[src/design/disk_request_scheduler_assert.svh]
// Assertion macros for the disk request scheduler
`ifndef DISK_REQUEST_SCHEDULER_ASSERT_SVH
`define DISK_REQUEST_SCHEDULER_ASSERT_SVH

// checked outside reset
`define DRS_ASSERT(name, prop, msg) \
  name: assert property (@(posedge clk) disable iff (rst) prop) else $error(msg);

// checked on every edge
`define DRS_ASSERT_ALWAYS(name, prop, msg) \
  name: assert property (@(posedge clk) prop) else $error(msg);

`endif

[src/design/drs_pkg.sv]
`default_nettype none
package drs_pkg;
  localparam int unsigned MAX_REQ   = 64;
  localparam int unsigned IDX_W     = $clog2(MAX_REQ);
  localparam int unsigned CNT_W     = IDX_W + 1;
  localparam int unsigned TIME_W    = 48;
  localparam int unsigned SEC_W     = 30;
  localparam int unsigned SIZE_W    = 16;
  localparam int unsigned CYL_W     = 19;
  localparam int unsigned OFF_W     = 8;
  localparam int unsigned ROT_W     = 23;
  localparam int unsigned SEEK_W    = 25;
  localparam int unsigned SPT       = 200;
  localparam int unsigned TOP_BLOCK = 99999999;
  localparam int unsigned ROT_PERIOD = 6000000;
  localparam int unsigned SEEK_BASE = 2000000;
  localparam int unsigned SEEK_STEP = 28;
  localparam int unsigned XFER_SHIFT = 12;
  localparam int unsigned NS_PER_SECTOR = 30000;
  localparam logic [TIME_W-1:0] TIME_TOP = '1;

  typedef struct packed {
    logic [TIME_W-1:0] arrival;
    logic [SEC_W-1:0]  sector;
    logic [SIZE_W-1:0] size;
    logic [CYL_W-1:0]  cyl;
    logic [OFF_W-1:0]  off;
  } entry_t;

  localparam int unsigned ENTRY_W = $bits(entry_t);
endpackage
`default_nettype wire

[src/design/drs_div.sv]
`default_nettype none
module drs_div (
  input  wire logic                       clk,
  input  wire logic                       rst,
  input  wire logic                       start,
  input  wire logic [drs_pkg::SEC_W-1:0]  dividend,
  output logic                            done,
  output logic      [drs_pkg::SEC_W-1:0]  quotient,
  output logic      [drs_pkg::OFF_W-1:0]  remainder
);
  // x / 200 = (x >> 3) / 25 by reciprocal multiply, x % 200 = 8 * ((x >> 3) % 25) + x[2:0]
  localparam int unsigned YW = drs_pkg::SEC_W - 3;
  localparam int unsigned PW = YW + 28;
  localparam int unsigned QW = 23;
  localparam logic [27:0] RECIP = 28'd171798692;

  logic                       p1;
  logic [PW-1:0]              prod;
  logic [drs_pkg::SEC_W-1:0]  work;
  logic [QW-1:0]              q;
  logic [QW-1:0]              q_next;
  logic [4:0]                 r25;
  logic [drs_pkg::OFF_W-1:0]  rem;

  assign q_next = prod[QW+31:32];
  assign r25 = 5'(work[drs_pkg::SEC_W-1:3] - YW'(q_next) * YW'(25));
  assign quotient = drs_pkg::SEC_W'(q);
  assign remainder = rem;

  always_ff @(posedge clk) begin
    if (rst) begin
      p1 <= 1'b0;
      done <= 1'b0;
    end else begin
      p1 <= start;
      done <= p1;
    end
  end

  always_ff @(posedge clk) begin
    if (start) begin
      prod <= PW'(dividend[drs_pkg::SEC_W-1:3]) * PW'(RECIP);
      work <= dividend;
    end
    if (p1) begin
      q <= q_next;
      rem <= {r25, work[2:0]};
    end
  end
endmodule
`default_nettype wire
[config.mk]
export PLATFORM = sky130hd
export DESIGN_NAME = drs_div
export DESIGN_NICKNAME = d
export VERILOG_FILES = /design/src/design/disk_request_scheduler_assert.svh /design/src/design/drs_pkg.sv /design/src/design/drs_div.sv
export SDC_FILE = /design/constraint.sdc
export NUM_CORES = 1
export LEC_CHECK = 0
export BUFFER_PORTS_ARGS = -buffer_cell sky130_fd_sc_hd__buf_2
export CORE_MARGIN = 10
export CORE_UTILIZATION = 65
export DETAILED_ROUTE_END_ITERATION = 10
export PLACE_DENSITY_LB_ADDON = 0.05
export SETUP_SLACK_MARGIN = 0.05
export SLEW_MARGIN = 10
export SYNTH_ARGS = -nofsm -noshare
export SYNTH_HDL_FRONTEND = slang
export SYNTH_SLANG_ARGS = --single-unit
[constraint.sdc]
create_clock -name clk -period 7.5 [get_ports clk]
set_input_delay 0.75 -clock clk [delete_from_list [all_inputs] [get_ports clk]]
set_output_delay 0.75 -clock clk [all_outputs]
set_load 0.01 [all_outputs]
==> key figures <==
Floorplanning
  – Die W: roughly 170 µm
  – Initial core utilization: 65.9%
  – Die ar.: 27,500 µm²
  – Die extent in y: roughly 170 µm
  – Core Area: 21,000 µm²
  – I/O pin cnt: 72
  – Placement Rows: 53

Worst hold path
  – Min-delay src: prod[53]
  – Hold Crit Class: reg2reg
  – Hold Crit Depth: 0
  – Hold endpoint: q[21]

Clock tree
  – CTS Sinks: 64
  – Clock latency on the worst-skew pair: between 0.3 and 0.4 ns
  – CTS tree: done
  – H-tree lvl count: 3
  – Setup repair bufs after CTS: 0
  – Hold buffers post-CTS: 0
  – Reg clk slew, reported paths: around 0.050 ns
  – Resize count post-CTS: 0
  – Root Buffer: clkbuf_16
  – Clock Path Buffers: 2
  – Cts bufs inserted: 9

Routing
  – Pre-Repair DR Iteration Count: 4
  – Initial drt markers: about 630
  – Routed Antenna Nets: 0
  – Drt wl/cell: between 20 and 25 µm
  – Vias: 8,793
  – DRC: 0
  – DR vias/cell: about 5.5
  – Detailed Route WL: ~32 mm

Worst setup path
  – Reg2reg end: remainder[7]
  – CP Cell Sequence: buf_2 > ha_1 > fa_1 > fa_1 > inv_1 > fa_1 > inv_1 > fa_1 > fa_1 > inv_1 > fa_1 > inv_1 > ha_1 > nand4_2 > nor4_4 > nand2_1 > o2111a_1 > o32a_2 > a21boi_2 > o211ai_1 > a31oi_1
  – Worst EP required: about 7.6 ns
  – Slowest CP cell: fa_1
  – Startpoint class of the critical path: primary input
  – Worst reg2reg path depth: 7
  – CP Data Arrival Time: about 6.7 ns
  – Crit-path max FO: 9
  – CP most frequent cell: fa_1
  – WS Path Type: in2reg
  – Worst r2r src: prod[33]
  – Critical Path Max Stage Delay: ~0.53 ns
  – Worst R2R Setup Slack: 5.21 ns
  – CP endpoint kind: flop

Timing
  – Final Skew: between 0.002 and 0.003 ns
  – Slew headroom: 53.2%
  – Worst-Margin Slew: approximately 0.70 ns
  – Fmax: between 0.15 and 0.2 GHz
  – Setup TNS: 0 ns
  – Final Hold Fails: 0
  – Crit path time final: between 6 and 7 ns
  – Unrepaired setup endpoints after global routing: no
  – Number of slew-limit violations in the final report: 0
  – Fin crit share: between 80 and 90%
  – Final setup vio count: 0

Layout
  – Proportion of layout cells with a drive suffix above 1: ~7.1%
  – Synthesis-to-layout area growth: 6.37%
  – Diode count: 0
  – Nets: 1,915

Synthesis
  – Top-count cell post-synth: inv_1
  – Synthesized instance count: 1,251
  – Synth area leader: fa_1
  – Synth cell count leaders: 380 x inv_1, 312 x ha_1, 250 x fa_1
  – Ys flop type: edfxtp_1
  – Async SR Flop Fraction: 0%
  – Number of synthesized flops with an enable pin: 62
  – Sequential area share after synthesis: ~14%
  – Synth Warn #: 0
  – Share of Yosys cell area claimed by the top area cell type: between 30% and 40%
  – Library cells used by synthesis: 57
  – Number of synthesized register bits: 64
  – Synthesized area per cell: ~11 µm²
  – Post-Syn Area: about 14,000 µm²
  – Main area contributors after synthesis: fa_1 36%, ha_1 28%, edfxtp_1 13%, inv_1 10%, xnor2_1 1.6%

Outcome
  – Status: finished clean

Global route
  – Total gr overflow: 0
  – All-Layer GR Usage: 24.0%
  – Initial antenna violation count: 1
  – Vias in the first global route: between 9,000 and 10,000
  – First-pass GRT wire length: ~52 mm
  – Pin count of the biggest net entering global routing: 33

Place
  – DP HPWL: between 20 and 30 mm
  – Gpl congestion: 1.02
  – Port Buffers: 64

Flow run
  – MaxCap Viol Count: 0
how the worst max path moves through the flow:
stage                      start        to  cells past startpoint
finish              dividend[13]  prod[48]                     21
global route         dividend[7]  prod[48]                     23
CTS                 dividend[13]  prod[48]                     21
detailed placement  dividend[13]  prod[42]                     21
global placement     dividend[7]  prod[47]                     23
floorplan           dividend[11]  prod[42]                     21
layout by cell type (no fill, tap or decap), types with 2 or more instances in the layout:
| cell | Yosys | layout |
|---|---|---|
| nand3_1 | 11 | 11 |
| o21a_1 | 2 | 2 |
| nor3_1 | 5 | 5 |
| fa_1 | 250 | 250 |
| nand4_1 | 10 | 10 |
| conb_1 | 1 | 7 |
| o21ai_0 | 14 | 14 |
| a21o_1 | 16 | 16 |
| a31oi_1 | 5 | 5 |
| a21oi_1 | 37 | 37 |
| buf_2 | 1 | 64 |
| a221o_1 | 2 | 2 |
| xor2_1 | 9 | 9 |
| nand2_1 | 23 | 23 |
| and3_1 | 6 | 6 |
| dfxtp_1 | 2 | 2 |
| a31o_2 | 2 | 2 |
| inv_1 | 380 | 380 |
| o21bai_1 | 5 | 5 |
| a221oi_2 | 2 | 2 |
| a211o_1 | 2 | 2 |
| o21ai_1 | 2 | 2 |
| edfxtp_1 | 62 | 62 |
| and3_2 | 3 | 3 |
| nor2_1 | 15 | 15 |
| ha_1 | 312 | 312 |
| xnor2_1 | 25 | 25 |
| o31ai_2 | 2 | 2 |
| clkbuf_1 | 3 | 2 |
| o211ai_1 | 4 | 4 |
| a211oi_1 | 3 | 3 |
| nor2b_1 | 3 | 3 |
| clkbuf_16 | 0 | 9 |
per-stage QoR:
| step | instance area, µm² | instances | hold WS, ns | worst slack (ns) | utilization, % |
|---|---|---|---|---|---|
| floorplan | 13900 | 1257 | 0.400 | 1.15 | - |
| global placement | 14400 | 1584 | 0.402 | 0.722 | 68.7 |
| detailed placement | 14400 | 1584 | 0.405 | 0.561 | 68.7 |
| CTS | 14700 | 1599 | 0.414 | 0.901 | 70.1 |
| global route | 14700 | 1599 | 0.420 | 0.596 | 70.1 |
| finish | 14700 | 1599 | 0.412 | 0.918 | 70.1 |
cell type report:
class / instances / area (µm²)
Multi-Input combinational cell: 800 / 10400
Fill cell: 1618 / 6290
Sequential cell: 64 / 1900
Inverter: 380 / 1430
Tap cell: 275 / 344
Timing Repair Buffer: 65 / 328
Clock buffer: 11 / 233
Clock inverter: 4 / 46.3
flip-flops by register name, summed over array words and instances (netlist names):
register and count:
q 23, done 1, p1 1, prod 23
work 8, remainder 8
kinds of logic (layout without fill, tap and decap cells):
kind of cell | count (synthesis) | count (layout) | synth area share (%)
adders and majority gates | 562 | 562 | 64.3
buffers and inverters | 393 | 460 | 11.0
xor gates and xnor gates | 34 | 34 | 2.15
DFF | 64 | 64 | 13.7
and+or+nand+nor | 87 | 87 | 3.38
other | 1 | 7 | 0.0271
AOI/OAI and AO/OA | 110 | 110 | 5.40
layer usage:
layer	up-vias	GRT usage (%)	wire, µm
met1	4354	33.8	14600
met4	2	7.74	1030
li1	4096	-	-
met5	-	0	13
met2	295	37.2	14500
met3	46	3.88	2000
critical path, delay by kind of cell:
kind,cells,cell delay [ns]
adder cells (fa/ha/maj),8,3.65
buffers and inverters,5,0.48
AND/OR/NAND/NOR,3,0.57
AO/OA/AOI/OAI,5,1.27
Power is left out: the tool's default activity adds up to more than one toggle a clock period on the data nets, which glitch-free logic cannot reach.
