**src/design/disk_request_scheduler_assert.svh**
```systemverilog
// Assertion macros for the disk request scheduler
`ifndef DISK_REQUEST_SCHEDULER_ASSERT_SVH
`define DISK_REQUEST_SCHEDULER_ASSERT_SVH

// checked outside reset
`define DRS_ASSERT(name, prop, msg) \
  name: assert property (@(posedge clk) disable iff (rst) prop) else $error(msg);

// checked on every edge
`define DRS_ASSERT_ALWAYS(name, prop, msg) \
  name: assert property (@(posedge clk) prop) else $error(msg);

`endif

```
**src/design/drs_ram.sv**
```systemverilog
`default_nettype none
module drs_ram #(
  parameter int unsigned WIDTH = 8,
  parameter int unsigned DEPTH = 64
) (
  input  wire logic                     clk,
  input  wire logic                     we,
  input  wire logic [$clog2(DEPTH)-1:0] waddr,
  input  wire logic [WIDTH-1:0]         wdata,
  input  wire logic [$clog2(DEPTH)-1:0] raddr,
  output logic      [WIDTH-1:0]         rdata
);
  logic [WIDTH-1:0] mem [DEPTH];

  always_ff @(posedge clk) begin
    if (we) begin
      mem[waddr] <= wdata;
    end
    rdata <= mem[raddr];
  end
endmodule
`default_nettype wire

```
**config.mk**
```make
export PLATFORM = sky130hd
export DESIGN_NAME = drs_ram
export DESIGN_NICKNAME = d
export VERILOG_FILES = /design/src/design/disk_request_scheduler_assert.svh /design/src/design/drs_ram.sv
export SDC_FILE = /design/constraint.sdc
export NUM_CORES = 1
export LEC_CHECK = 0
export ABC_AREA = 1
export BUFFER_PORTS_ARGS = -buffer_cell sky130_fd_sc_hd__buf_2
export CORE_MARGIN = 3
export CORE_UTILIZATION = 45
export CTS_BUF_LIST = sky130_fd_sc_hd__clkbuf_8 sky130_fd_sc_hd__clkbuf_16
export CTS_CLUSTER_DIAMETER = 30
export DETAILED_ROUTE_END_ITERATION = 10
export GPL_ROUTABILITY_DRIVEN = 0
export SLEW_MARGIN = 20
export SYNTH_ARGS = -nofsm -noshare
export SYNTH_HDL_FRONTEND = slang
export SYNTH_SLANG_ARGS = --single-unit
```
**constraint.sdc**
```tcl
create_clock -name clk -period 3.2 [get_ports clk]
set_clock_uncertainty 0.1 [all_clocks]
set_input_delay 0.32 -clock clk [delete_from_list [all_inputs] [get_ports clk]]
set_output_delay 0.32 -clock clk [all_outputs]
set_load 0.005 [all_outputs]
```
==> out/results.txt, run 1 <==
outcome - completed
I/O pin total - 30
worst r2r src - mem[27][2]$_DFFE_PP_
vias per inst - 5.519
mapped cell area - 21340 sq um
fin crit share - 61.09%
# setup viols final - 0
CP startpoint - waddr[1]
grt met3 use - 5.465%
Tot GR Track Use - 22.70%
syn nets - 1827
met2 GRT Util - 35.85%
DP HPWL - 31.62 mm
Hold Path Class - input port to register
top cell type's share of synthesized area - 72.05%
setup TNS - 0 ns
first-pass GRT wire length - 85.67 mm
combinational power share - 4.5%
ANT nets after route - 0
Worst-Margin Slew - 0.9009 ns
final hold vios - 0
Int Pwr - 15.50 mW
WL/cell - 21.66 um
Clock Sinks - 520
reg-to-reg slack, setup - 1.74 ns
Ant. Diodes - 0
DR iter-0 viols - 1513
port bufs - 29
Rel. slew slack - 39.94%
area grow syn2layout - 21.59%
cell taking the most area after synthesis - edfxtp_1
crit path max fanout - 9
Yosys cell types - 16
Mean Syn Cell Area - 11.82 sq um
Startpoint Class - input port
Most Used Layer, Global Route - met2
largest net degree at the start of global routing - 129
Pre-antenna DRT Iters - 5
Cell Pwr Density - 764.7 nW/um^2
Post-Synthesis Cells - 1805
Ys Warns - 0
Synth area leaders - edfxtp_1 72%, nand2_1 11%, nand3_1 10%
required time of the critical path - 3.37 ns
Critical Path AT - 2.12 ns
vias in the first global route - 14.15k
CORE AREA - 46650 sq um
sequential power share - 38.2%
CTS tree - built
# rows - 79
Tot Pwr - 19.84 mW
WL final - 56.39 mm
Placed Instances - 2400
clock insertion delay at the later pin of the skew report - 0.64 ns
Max Cap Viol - 0
clock period minus worst slack - 1.955 ns
fmax - 511.6 MHz
antenna violations before repair - 4
Die X - 223.8 um
die area - 50070 sq um
CTS buffer count - 108
DRC - 0
Slew Viols, Final - 0
Clock power frac - 57.2%
root buf cell - clkbuf_16
FF+latch count, synth - 520
switching share of power - 21.86%
Seq/Total Area, Yosys - 72.80%
Setup CP Type - input port to register
share of layout cells above drive strength 1 - 13.87%
CTS resizes - 0
maximum vdd ir drop - 429.3 uV
hold_sp - wdata[4]
Psw - 4.337 mW
# H-tree levels - 3
GR Util met1 - 30.75%
NumNets Final - 1927
CTS clk-pin slew, worst paths - 0.05 ns
chip height - 223.8 um
P_leak - 9.658 nW
CP Capture Type - register
clock tree buffer depth - 3
global route total overflow - 0
Initial Util - 45.74%
RSZ-0062 raised after global routing - false
Non-Filler Instances - 2604
detailed-route via count - 14.37k
==> worst max-delay path: stages <==
cell,delay [ns]
buf_2,0.17
inv_1,0.21
nand4_1,0.62
nor2_1,0.80
==> path summary, 6_finish.rpt <==
path / end / cells past startpoint
worst min-delay path: mem[37][4]$_DFFE_PP_ / 1
worst max register to register: rdata[2]$_DFF_P_ / 8
worst max-delay path: mem[37][6]$_DFFE_PP_ / 4
worst min register to register: rdata[1]$_DFF_P_ / 8
==> layer usage <==
metal,vias up,share of wire [%]
met5,-,0.073
met4,6,2.9
met3,110,8.5
met2,640,47
met1,7014,41
li1,6602,-
==> Yosys cell counts <==
master,instances
nand3_1,439
inv_6,1
dfxtp_1,8
nor4_1,8
buf_2,37
buf_1,10
inv_2,1
edfxtp_1,512
nand4_1,9
nand2_1,648
nor2_1,56
clkbuf_1,15
buf_6,35
inv_1,10
buf_8,2
buf_4,14
==> flip-flops by register name (all words and copies together) (netlist names) <==
register and cells:
mem 512, rdata 8
==> layout by cell type (no fill, tap or decap), drive strengths merged <==
master / n
nand4: 9
clkinv: 45
nand3: 439
dlygate4sd3: 2
inv: 28
nand2: 648
buf: 100
dfxtp: 8
bufinv: 19
clkinvlp: 13
nor2: 56
edfxtp: 512
nor4: 8
clkbuf: 110
==> stage by stage <==
| stage | hold WS [ns] | setup slack, ns | util [%] | instance area, sq um |
|---|---|---|---|---|
| after CTS | 0.09300 | 1.376 | 55.61 | 25950 |
| after global routing | 0.1167 | 1.223 | 55.61 | 25950 |
| after floorplan | 0.3189 | 1.014 | - | 21340 |
| after global placement | 0.6002 | 0.8131 | 47.48 | 22150 |
| final | 0.1308 | 1.245 | 55.61 | 25950 |
| after detailed placement | 0.5908 | 0.6874 | 47.48 | 22150 |
==> power groups by stage <==
stage	registers (mW)	logic [mW]	clock network, mW
6_report	7.59	0.902	11.4
4_1_cts	7.59	0.905	11.5
3_3_place_gp	7.71	0.891	0
5_1_grt	7.58	0.990	11.9
2_1_floorplan	7.70	0.530	0
3_5_place_dp	7.71	0.899	0
==> cell type report <==
class                      count  area, sq um
sequential                   520        15530
timing repair buffer         103        879.6
clock inverter                93         1046
fill                        3887        20710
inverter                      12        52.55
multi-input combinational   1160         4946
clock buffer                 109         2728
tap                          607        759.5
==> logic make-up (layout without fill, tap and decap cells) <==
family                 after synthesis  count (layout)  synth area share [%]
DFF                                520             520                 72.80
buffers and inverters              125             317                 4.022
and+or+nand+nor                   1160            1160                 23.18
==> timing repair <==
action | CTS | global route
setup endpoints to repair | 0 | 0
hold buffers | 2 | 0
endpoints found under the hold margin | 20 | 0
buffers inserted | 0 | 0
(Power assumes the default switching activity.)
==> run 2: changes to the inputs <==
==> constraint.sdc (replaced) <==
create_clock -name clk -period 1.8 [get_ports clk]
set_clock_uncertainty 0.1 [all_clocks]
set_input_delay 0.18 -clock clk [delete_from_list [all_inputs] [get_ports clk]]
set_output_delay 0.18 -clock clk [all_outputs]
set_load 0.005 [all_outputs]
==> out/results.txt, run 2 (synthesized netlist as in run 1, its figures left out) <==
WL/cell - 20.77 um (was 21.66 um)
dpl ws - -0.03565 ns (was 0.6874 ns)
Hold Path Class - input port to register (unchanged)
I/O pin total - 30 (unchanged)
outcome - completed (unchanged)
critical path cell sequence - dlygate4sd3_1 -> buf_2 -> inv_1 -> nand3_1 -> nand3_1 -> nand2_1 (was buf_2 -> inv_1 -> nand4_1 -> nor2_1)
global route total overflow - 0 (unchanged)
Clock Sinks - 520 (unchanged)
clock tree buffer depth - 3 (unchanged)
Slowest-stage cell, CP - dlygate4sd3_1 (was nor2_1)
WL final - 55.10 mm (was 56.39 mm)
Worst Hold Slack - 0.01389 ns (was 0.1308 ns)
top flop regs - mem x512, rdata x8 (unchanged)
most frequent cells in the layout - 648 x nand2_1, 512 x edfxtp_1, 439 x nand3_1 (unchanged)
DP HPWL - 32.62 mm (was 31.62 mm)
fin util - 56.42% (was 55.61%)
Setup CP Type - input port to register (unchanged)
crit path max fanout - 16 (was 9)
fin crit share - 85.71%
CTS buffer count - 98 (was 108)
die area - 50070 sq um (unchanged)
required time of the critical path - 2.21 ns (was 3.37 ns)
RSZ-0062 raised after global routing - false (unchanged)
# H-tree levels - 3 (unchanged)
P_leak - 9.895 nW (was 9.658 nW)
FF/Latch Area - 15530 sq um (unchanged)
filler cell count - 3764 (was 3887)
antenna violations before repair - 4 (unchanged)
Final Instance Area - 26320 sq um (was 25950 sq um)
CTS tree - built (unchanged)
Final WS setup - 0.2573 ns (was 1.245 ns)
Initial Util - 45.74% (unchanged)
vias in the first global route - 14.15k (about the same)
Non-Filler Instances - 2653 (was 2604)
Post CTS Setup Buffer Count - 0 (unchanged)
NumNets Final - 1984 (was 1927)
Die X - 223.8 um (unchanged)
chip height - 223.8 um (unchanged)
setup TNS - 0 ns (unchanged)
# rows - 79 (unchanged)
Pre-antenna DRT Iters - 6 (was 5)
fmax - 648.2 MHz
detailed-route via count - 14.38k (was 14.37k)
Tot Pwr - 33.53 mW (was 19.84 mW)
WP buf/inv - 3 (was 2)
clock insertion delay at the later pin of the skew report - 0.63 ns (was 0.64 ns)
largest net degree at the start of global routing - 80 (was 129)
maximum vdd ir drop - 821.0 uV (was 429.3 uV)
Worst-Margin Slew - 0.7963 ns (was 0.9009 ns)
# setup viols final - 0 (unchanged)
port bufs - 29 (unchanged)
placed cell area - 22880 sq um (was 22150 sq um)
CP max stage delay - 0.58 ns (was 0.80 ns)
CORE AREA - 46650 sq um (unchanged)
CP Capture Type - register (unchanged)
Tot GR Track Use - 22.27% (was 22.70%)
CTS clk-pin slew, worst paths - 0.05 ns (about the same)
Placed Instances - 2464 (was 2400)
Max Cap Viol - 0 (unchanged)
Rel. slew slack - 46.91% (was 39.94%)
max reg flops - 512 (unchanged)
largest register by flop count - mem (unchanged)
clock period minus worst slack - 1.543 ns
final hold vios - 0 (unchanged)
Slew Viols, Final - 0 (unchanged)
first-pass GRT wire length - 84.80 mm (was 85.67 mm)
Multi-input gate area - 4946 sq um (unchanged)
ANT nets after route - 0 (unchanged)
CP top delay family - buffers and inverters (was simple AND/OR/NAND/NOR gates)
vias per inst - 5.419 (was 5.519)
area grow syn2layout - 23.35% (was 21.59%)
DR iter-0 viols - 1482 (was 1513)
Startpoint Class - input port (unchanged)
Critical Path AT - 1.96 ns (was 2.12 ns)
crit-path most repeated cell - nand3_1
commonest non-fill, non-tap cell in the layout - nand2_1 (unchanged)
DRC - 0 (unchanged)
share of layout cells above drive strength 1 - 15.94% (was 13.87%)
root buf cell - clkbuf_16 (unchanged)
Cell Pwr Density - 1274 nW/um^2 (was 764.7 nW/um^2)
==> run 2: cell types whose count changed in the layout (fill, tap and decap cells not counted), sizes merged <==
cell	delta
buf	+64
bufinv	-5
clkbuf	-10
clkinv	-6
clkinvlp	-2
diode	+1
dlygate4sd3	+3
inv	+4
==> run 2: repair_timing <==
| item | 4_1_cts | 5_1_grt |
|---|---|---|
| gates resized for setup | 0 | 0 |
| hold buffers | 5 | 0 |
| hold endpoints to repair | 125 | 0 |
==> run 2: worst paths after layout <==
kind / startpoint / endpoint / slack (ns) / cells after the start
worst min-delay path: wdata[6] / mem[10][6]$_DFFE_PP_ / 0.01 / 1
worst max register to register: mem[43][7]$_DFFE_PP_ / rdata[7]$_DFF_P_ / 0.38 / 8
worst max-delay path: raddr[4] / rdata[2]$_DFF_P_ / 0.26 / 6
worst min register to register: mem[8][6]$_DFFE_PP_ / rdata[6]$_DFF_P_ / 0.72 / 8
==> run 2: layer usage <==
metal	wire, um	track usage, %	part of all wire (%)	vias to the layer above
li1	-	-	-	6728
met1	23960	31.18	43	6924
met2	25500	34.57	46	596
met3	4047	4.731	7.3	122
met4	1552	8.481	2.8	6
met5	34	0	0.062	-
==> run 2: worst reg2reg max path, stage by stage, from the launching register on <==
cell	delay, ns
edfxtp_1	0.35
nand2_1	0.07
nand3_1	0.08
nand3_1	0.13
nand2_1	0.12
nand2_1	0.14
nand3_1	0.08
nand3_1	0.18
nand2_1	0.07
==> run 2: cell type report <==
| cell class | count | share of cell area, % |
|---|---|---|
| antenna | 1 | 0.009507 |
| clock buffer | 99 | 9.412 |
| inverter | 12 | 0.1996 |
| tap | 607 | 2.885 |
| sequential | 520 | 59.02 |
| timing repair buffer | 170 | 6.232 |
| multi-input combinational | 1160 | 18.79 |
| clock inverter | 84 | 3.451 |
==> run 2: power by group <==
part | leakage [nW] | internal (mW) | switching (mW)
Combinational | 3.56 | 0.521 | 1.20
Sequential | 4.67 | 13.4 | 0.0420
Clock | 1.66 | 12.1 | 6.24
==> run 3: changes to the inputs <==
--- a/config.mk
+++ b/config.mk
@@ -5,7 +5,7 @@
 export SDC_FILE = /design/constraint.sdc
 export NUM_CORES = 1
 export LEC_CHECK = 0
-export ABC_AREA = 1
+export ABC_AREA = 0
 export BUFFER_PORTS_ARGS = -buffer_cell sky130_fd_sc_hd__buf_2
 export CORE_MARGIN = 3
 export CORE_UTILIZATION = 45
==> out/results.txt, run 3 <==
CORE AREA - 43650 sq um (was 46650 sq um)
Synth Flop Type - edfxtp_1 (unchanged)
met3 wire len - 3.027 mm (was 4.047 mm)
mux cell area share after synthesis - 15.94% (was 0%)
Worst-Margin Slew - 0.7768 ns (was 0.7963 ns)
WL/cell - 25.16 um (was 20.77 um)
Reg2Reg Depth - 6 (was 8)
final hold vios - 7 (was 0)
WL final - 47.00 mm (was 55.10 mm)
Initial Util - 46.20% (was 45.74%)
cell taking the most area after synthesis - edfxtp_1 (unchanged)
ANT nets after route - 0 (unchanged)
root buf cell - clkbuf_16 (unchanged)
largest family of logic cells by synthesized area - multiplexers (was simple AND/OR/NAND/NOR gates)
adder-cell area share of the yosys netlist - 0% (unchanged)
Multi-input gate area - 4458 sq um (was 4946 sq um)
required time of the critical path - 2.21 ns (about the same)
Final Instance Area - 26070 sq um (was 26320 sq um)
reg-to-reg slack, setup - -0.15 ns (was 0.38 ns)
M1 WL - 19.94 mm (was 23.96 mm)
critical path cell sequence - mux4_2 -> mux2_4 -> o221a_4 -> nor3_2 -> buf_4 -> o32ai_2 (was dlygate4sd3_1 -> buf_2 -> inv_1 -> nand3_1 -> nand3_1 -> nand2_1)
most frequent cells in the layout - 512 x edfxtp_1, 152 x buf_4, 126 x mux4_2 (was 648 x nand2_1, 512 x edfxtp_1, 439 x nand3_1)
Seq/Total Area, Yosys - 77.03% (was 72.80%)
largest register by flop count - mem (unchanged)
Slew Viols, Final - 0 (unchanged)
antenna violations before repair - 1 (was 4)
EDFF count, synth - 512 (unchanged)
ys async rst share - 0% (unchanged)
CP Capture Type - register (unchanged)
met2 routed WL - 22.65 mm (was 25.50 mm)
RSZ-0062 raised after global routing - true (was false)
filler cell count - 3090 (was 3764)
syn nets - 962 (was 1827)
CTS buffer count - 103 (was 98)
hold_buf cts - 2 (was 5)
worst r2r src - mem[28][6]$_DFFE_PP_ (was mem[43][7]$_DFFE_PP_)
largest net degree at the start of global routing - 65 (was 80)
I/O pin total - 30 (unchanged)
global route total overflow - 0 (unchanged)
DP HPWL - 28.89 mm (was 32.62 mm)
Die X - 217.7 um (was 223.8 um)
vias in the first global route - 10.67k (was 14.15k)
Synth area leaders - edfxtp_1 76%, mux4_2 14%, nor2_1 1.5% (was edfxtp_1 72%, nand2_1 11%, nand3_1 10%)
highest metal used - met5 (unchanged)
commonest non-fill, non-tap cell in the layout - edfxtp_1 (was nand2_1)
Compound-Gate Fraction of Synth Area - 2.072% (was 0%)
# setup viols final - 8 (was 0)
mapped cell area - 20170 sq um (was 21340 sq um)
Cell Pwr Density - 1331 nW/um^2 (was 1274 nW/um^2)
clock period minus worst slack - 1.955 ns (was 1.543 ns)
Ys Warns - 0 (unchanged)
first-pass GRT wire length - 70.75 mm (was 84.80 mm)
# rows - 76 (was 79)
Yosys cell types - 40 (was 16)
CTS tree - built (unchanged)
Post-Synthesis Cells - 940 (was 1805)
Max Cap Viol - 0 (unchanged)
Worst Hold Slack - -0.1037 ns (was 0.01389 ns)
chip height - 217.7 um (was 223.8 um)
count leader, synth - edfxtp_1 (was nand2_1)
port bufs - 29 (unchanged)
Clock Sinks - 520 (unchanged)
WHS Endpoint - rdata[4]$_DFF_P_ (was mem[10][6]$_DFFE_PP_)
post-synthesis simple-gate area fraction - 3.388% (was 23.18%)
Rel. slew slack - 48.21% (was 46.91%)
CP max stage delay - 0.47 ns (was 0.58 ns)
Critical Path AT - 2.37 ns (was 1.96 ns)
Pre-antenna DRT Iters - 5 (was 6)
Placed Instances - 1672 (was 2464)
FF/Latch Area - 15530 sq um (unchanged)
vias per inst - 5.563 (was 5.419)
placed cell area - 22220 sq um (was 22880 sq um)
Non-Filler Instances - 1868 (was 2653)
detailed-route via count - 10.39k (was 14.38k)
crit path max fanout - 1 (was 16)
top post-synthesis cells by count - 512 x edfxtp_1, 126 x mux4_2, 83 x nor2_1 (was 648 x nand2_1, 512 x edfxtp_1, 439 x nand3_1)
P_leak - 8.886 nW (was 9.895 nW)
Hold Path Class - input port to register (unchanged)
Slowest-stage cell, CP - mux4_2 (was dlygate4sd3_1)
DR iter-0 viols - 946 (was 1482)
max reg flops - 512 (unchanged)
Ant. Diodes - 0 (was 1)
XOR/XNOR share of the synthesized area - 0% (unchanged)
Setup CP Type - register to register (was input port to register)
Tot GR Track Use - 20.67% (was 22.27%)
failing checks - negative hold slack, negative setup slack
maximum vdd ir drop - 847.2 uV (was 821.0 uV)
DRC - 0 (unchanged)
area grow syn2layout - 29.27% (was 23.35%)
reg-to-reg critical path endpoint - rdata[6]$_DFF_P_ (was rdata[7]$_DFF_P_)
dpl ws - -0.5422 ns (was -0.03565 ns)
die area - 47390 sq um (was 50070 sq um)
share of layout cells above drive strength 1 - 41.23% (was 15.94%)
top cell type's share of synthesized area - 76.24% (was 72.05%)
Mean Syn Cell Area - 21.45 sq um (was 11.82 sq um)
Final WS setup - -0.1550 ns (was 0.2573 ns)
# H-tree levels - 3 (unchanged)
Startpoint Class - register (was input port)
FF+latch count, synth - 520 (unchanged)
NumNets Final - 1215 (was 1984)
hold_sp - raddr[5] (was wdata[6])
fin crit share - 108.6% (was 85.71%)
top flop regs - mem x512, rdata x8 (unchanged)
setup TNS - -0.5690 ns (was 0 ns)
clock tree buffer depth - 3 (unchanged)
worst hold path depth - 3 (was 1)
outcome - complete, but fails checks (was completed)
clock insertion delay at the later pin of the skew report - 0.64 ns (was 0.63 ns)
CTS clk-pin slew, worst paths - 0.05 ns (about the same)
fmax - 511.5 MHz (was 648.2 MHz)
-- run 3: what timing repair did --
item	4_1_cts	5_1_grt
setup buffers	0	0
setup endpoints to repair	8	8
gates resized for setup	26	5
pin swaps	5	3
hold endpoints to repair	136	7
-- run 3: final cells by class --
class                   instances  share of cell area [%]
well taps                     585                   2.808
flip-flops and latches        520                   59.59
clock buffers                 105                   10.04
clock inverters                90                   4.084
repair buffers                199                   6.379
multi-input cells             369                   17.10
-- run 3: per-stage QoR --
| step | total power [mW] | util (%) |
|---|---|---|
| finish | 34.70 | 59.73 |
| floorplan | 14.41 | - |
| CTS | 35.00 | 59.64 |
| detailed placement | 15.14 | 50.91 |
| global placement | 15.12 | 50.91 |
| global route | 35.79 | 59.73 |
-- run 3: kinds of logic after synthesis --
group / after synthesis
muxes: 162
AOI/OAI and AO/OA: 54
and+or+nand+nor: 153
buffers and inverters: 51
DFF: 520
-- run 3: worst max path at each step --
stage                         startpoint          endpoint  cells after the start
global route        mem[28][6]$_DFFE_PP_  rdata[6]$_DFF_P_                      6
detailed placement              raddr[0]  rdata[0]$_DFF_P_                      9
finish              mem[28][6]$_DFFE_PP_  rdata[6]$_DFF_P_                      6
global placement                raddr[0]  rdata[0]$_DFF_P_                      9
CTS                 mem[28][6]$_DFFE_PP_  rdata[6]$_DFF_P_                      6
floorplan                       raddr[0]  rdata[7]$_DFF_P_                      7
-- run 3: layer usage --
| metal | up-vias | global-route usage, % |
|---|---|---|
| met4 | 2 | 7.349 |
| li1 | 4489 | - |
| met1 | 5452 | 29.12 |
| met5 | - | 0 |
| met2 | 359 | 31.91 |
| met3 | 90 | 5.016 |
-- run 3: worst max-delay path, delay by kind of cell (launching register included) --
kind                   cells  cell delay, ns
multiplexers               2            0.75
buffers and inverters      1            0.15
AND/OR/NAND/NOR            1            0.11
flip-flops                 1            0.38
AO/OA/AOI/OAI              2            0.35
-- run 3: report_power, final --
group	internal (mW)	switching, mW
Sequential	13.4	0.0499
Clock	13.2	6.55
Combinational	0.654	0.823
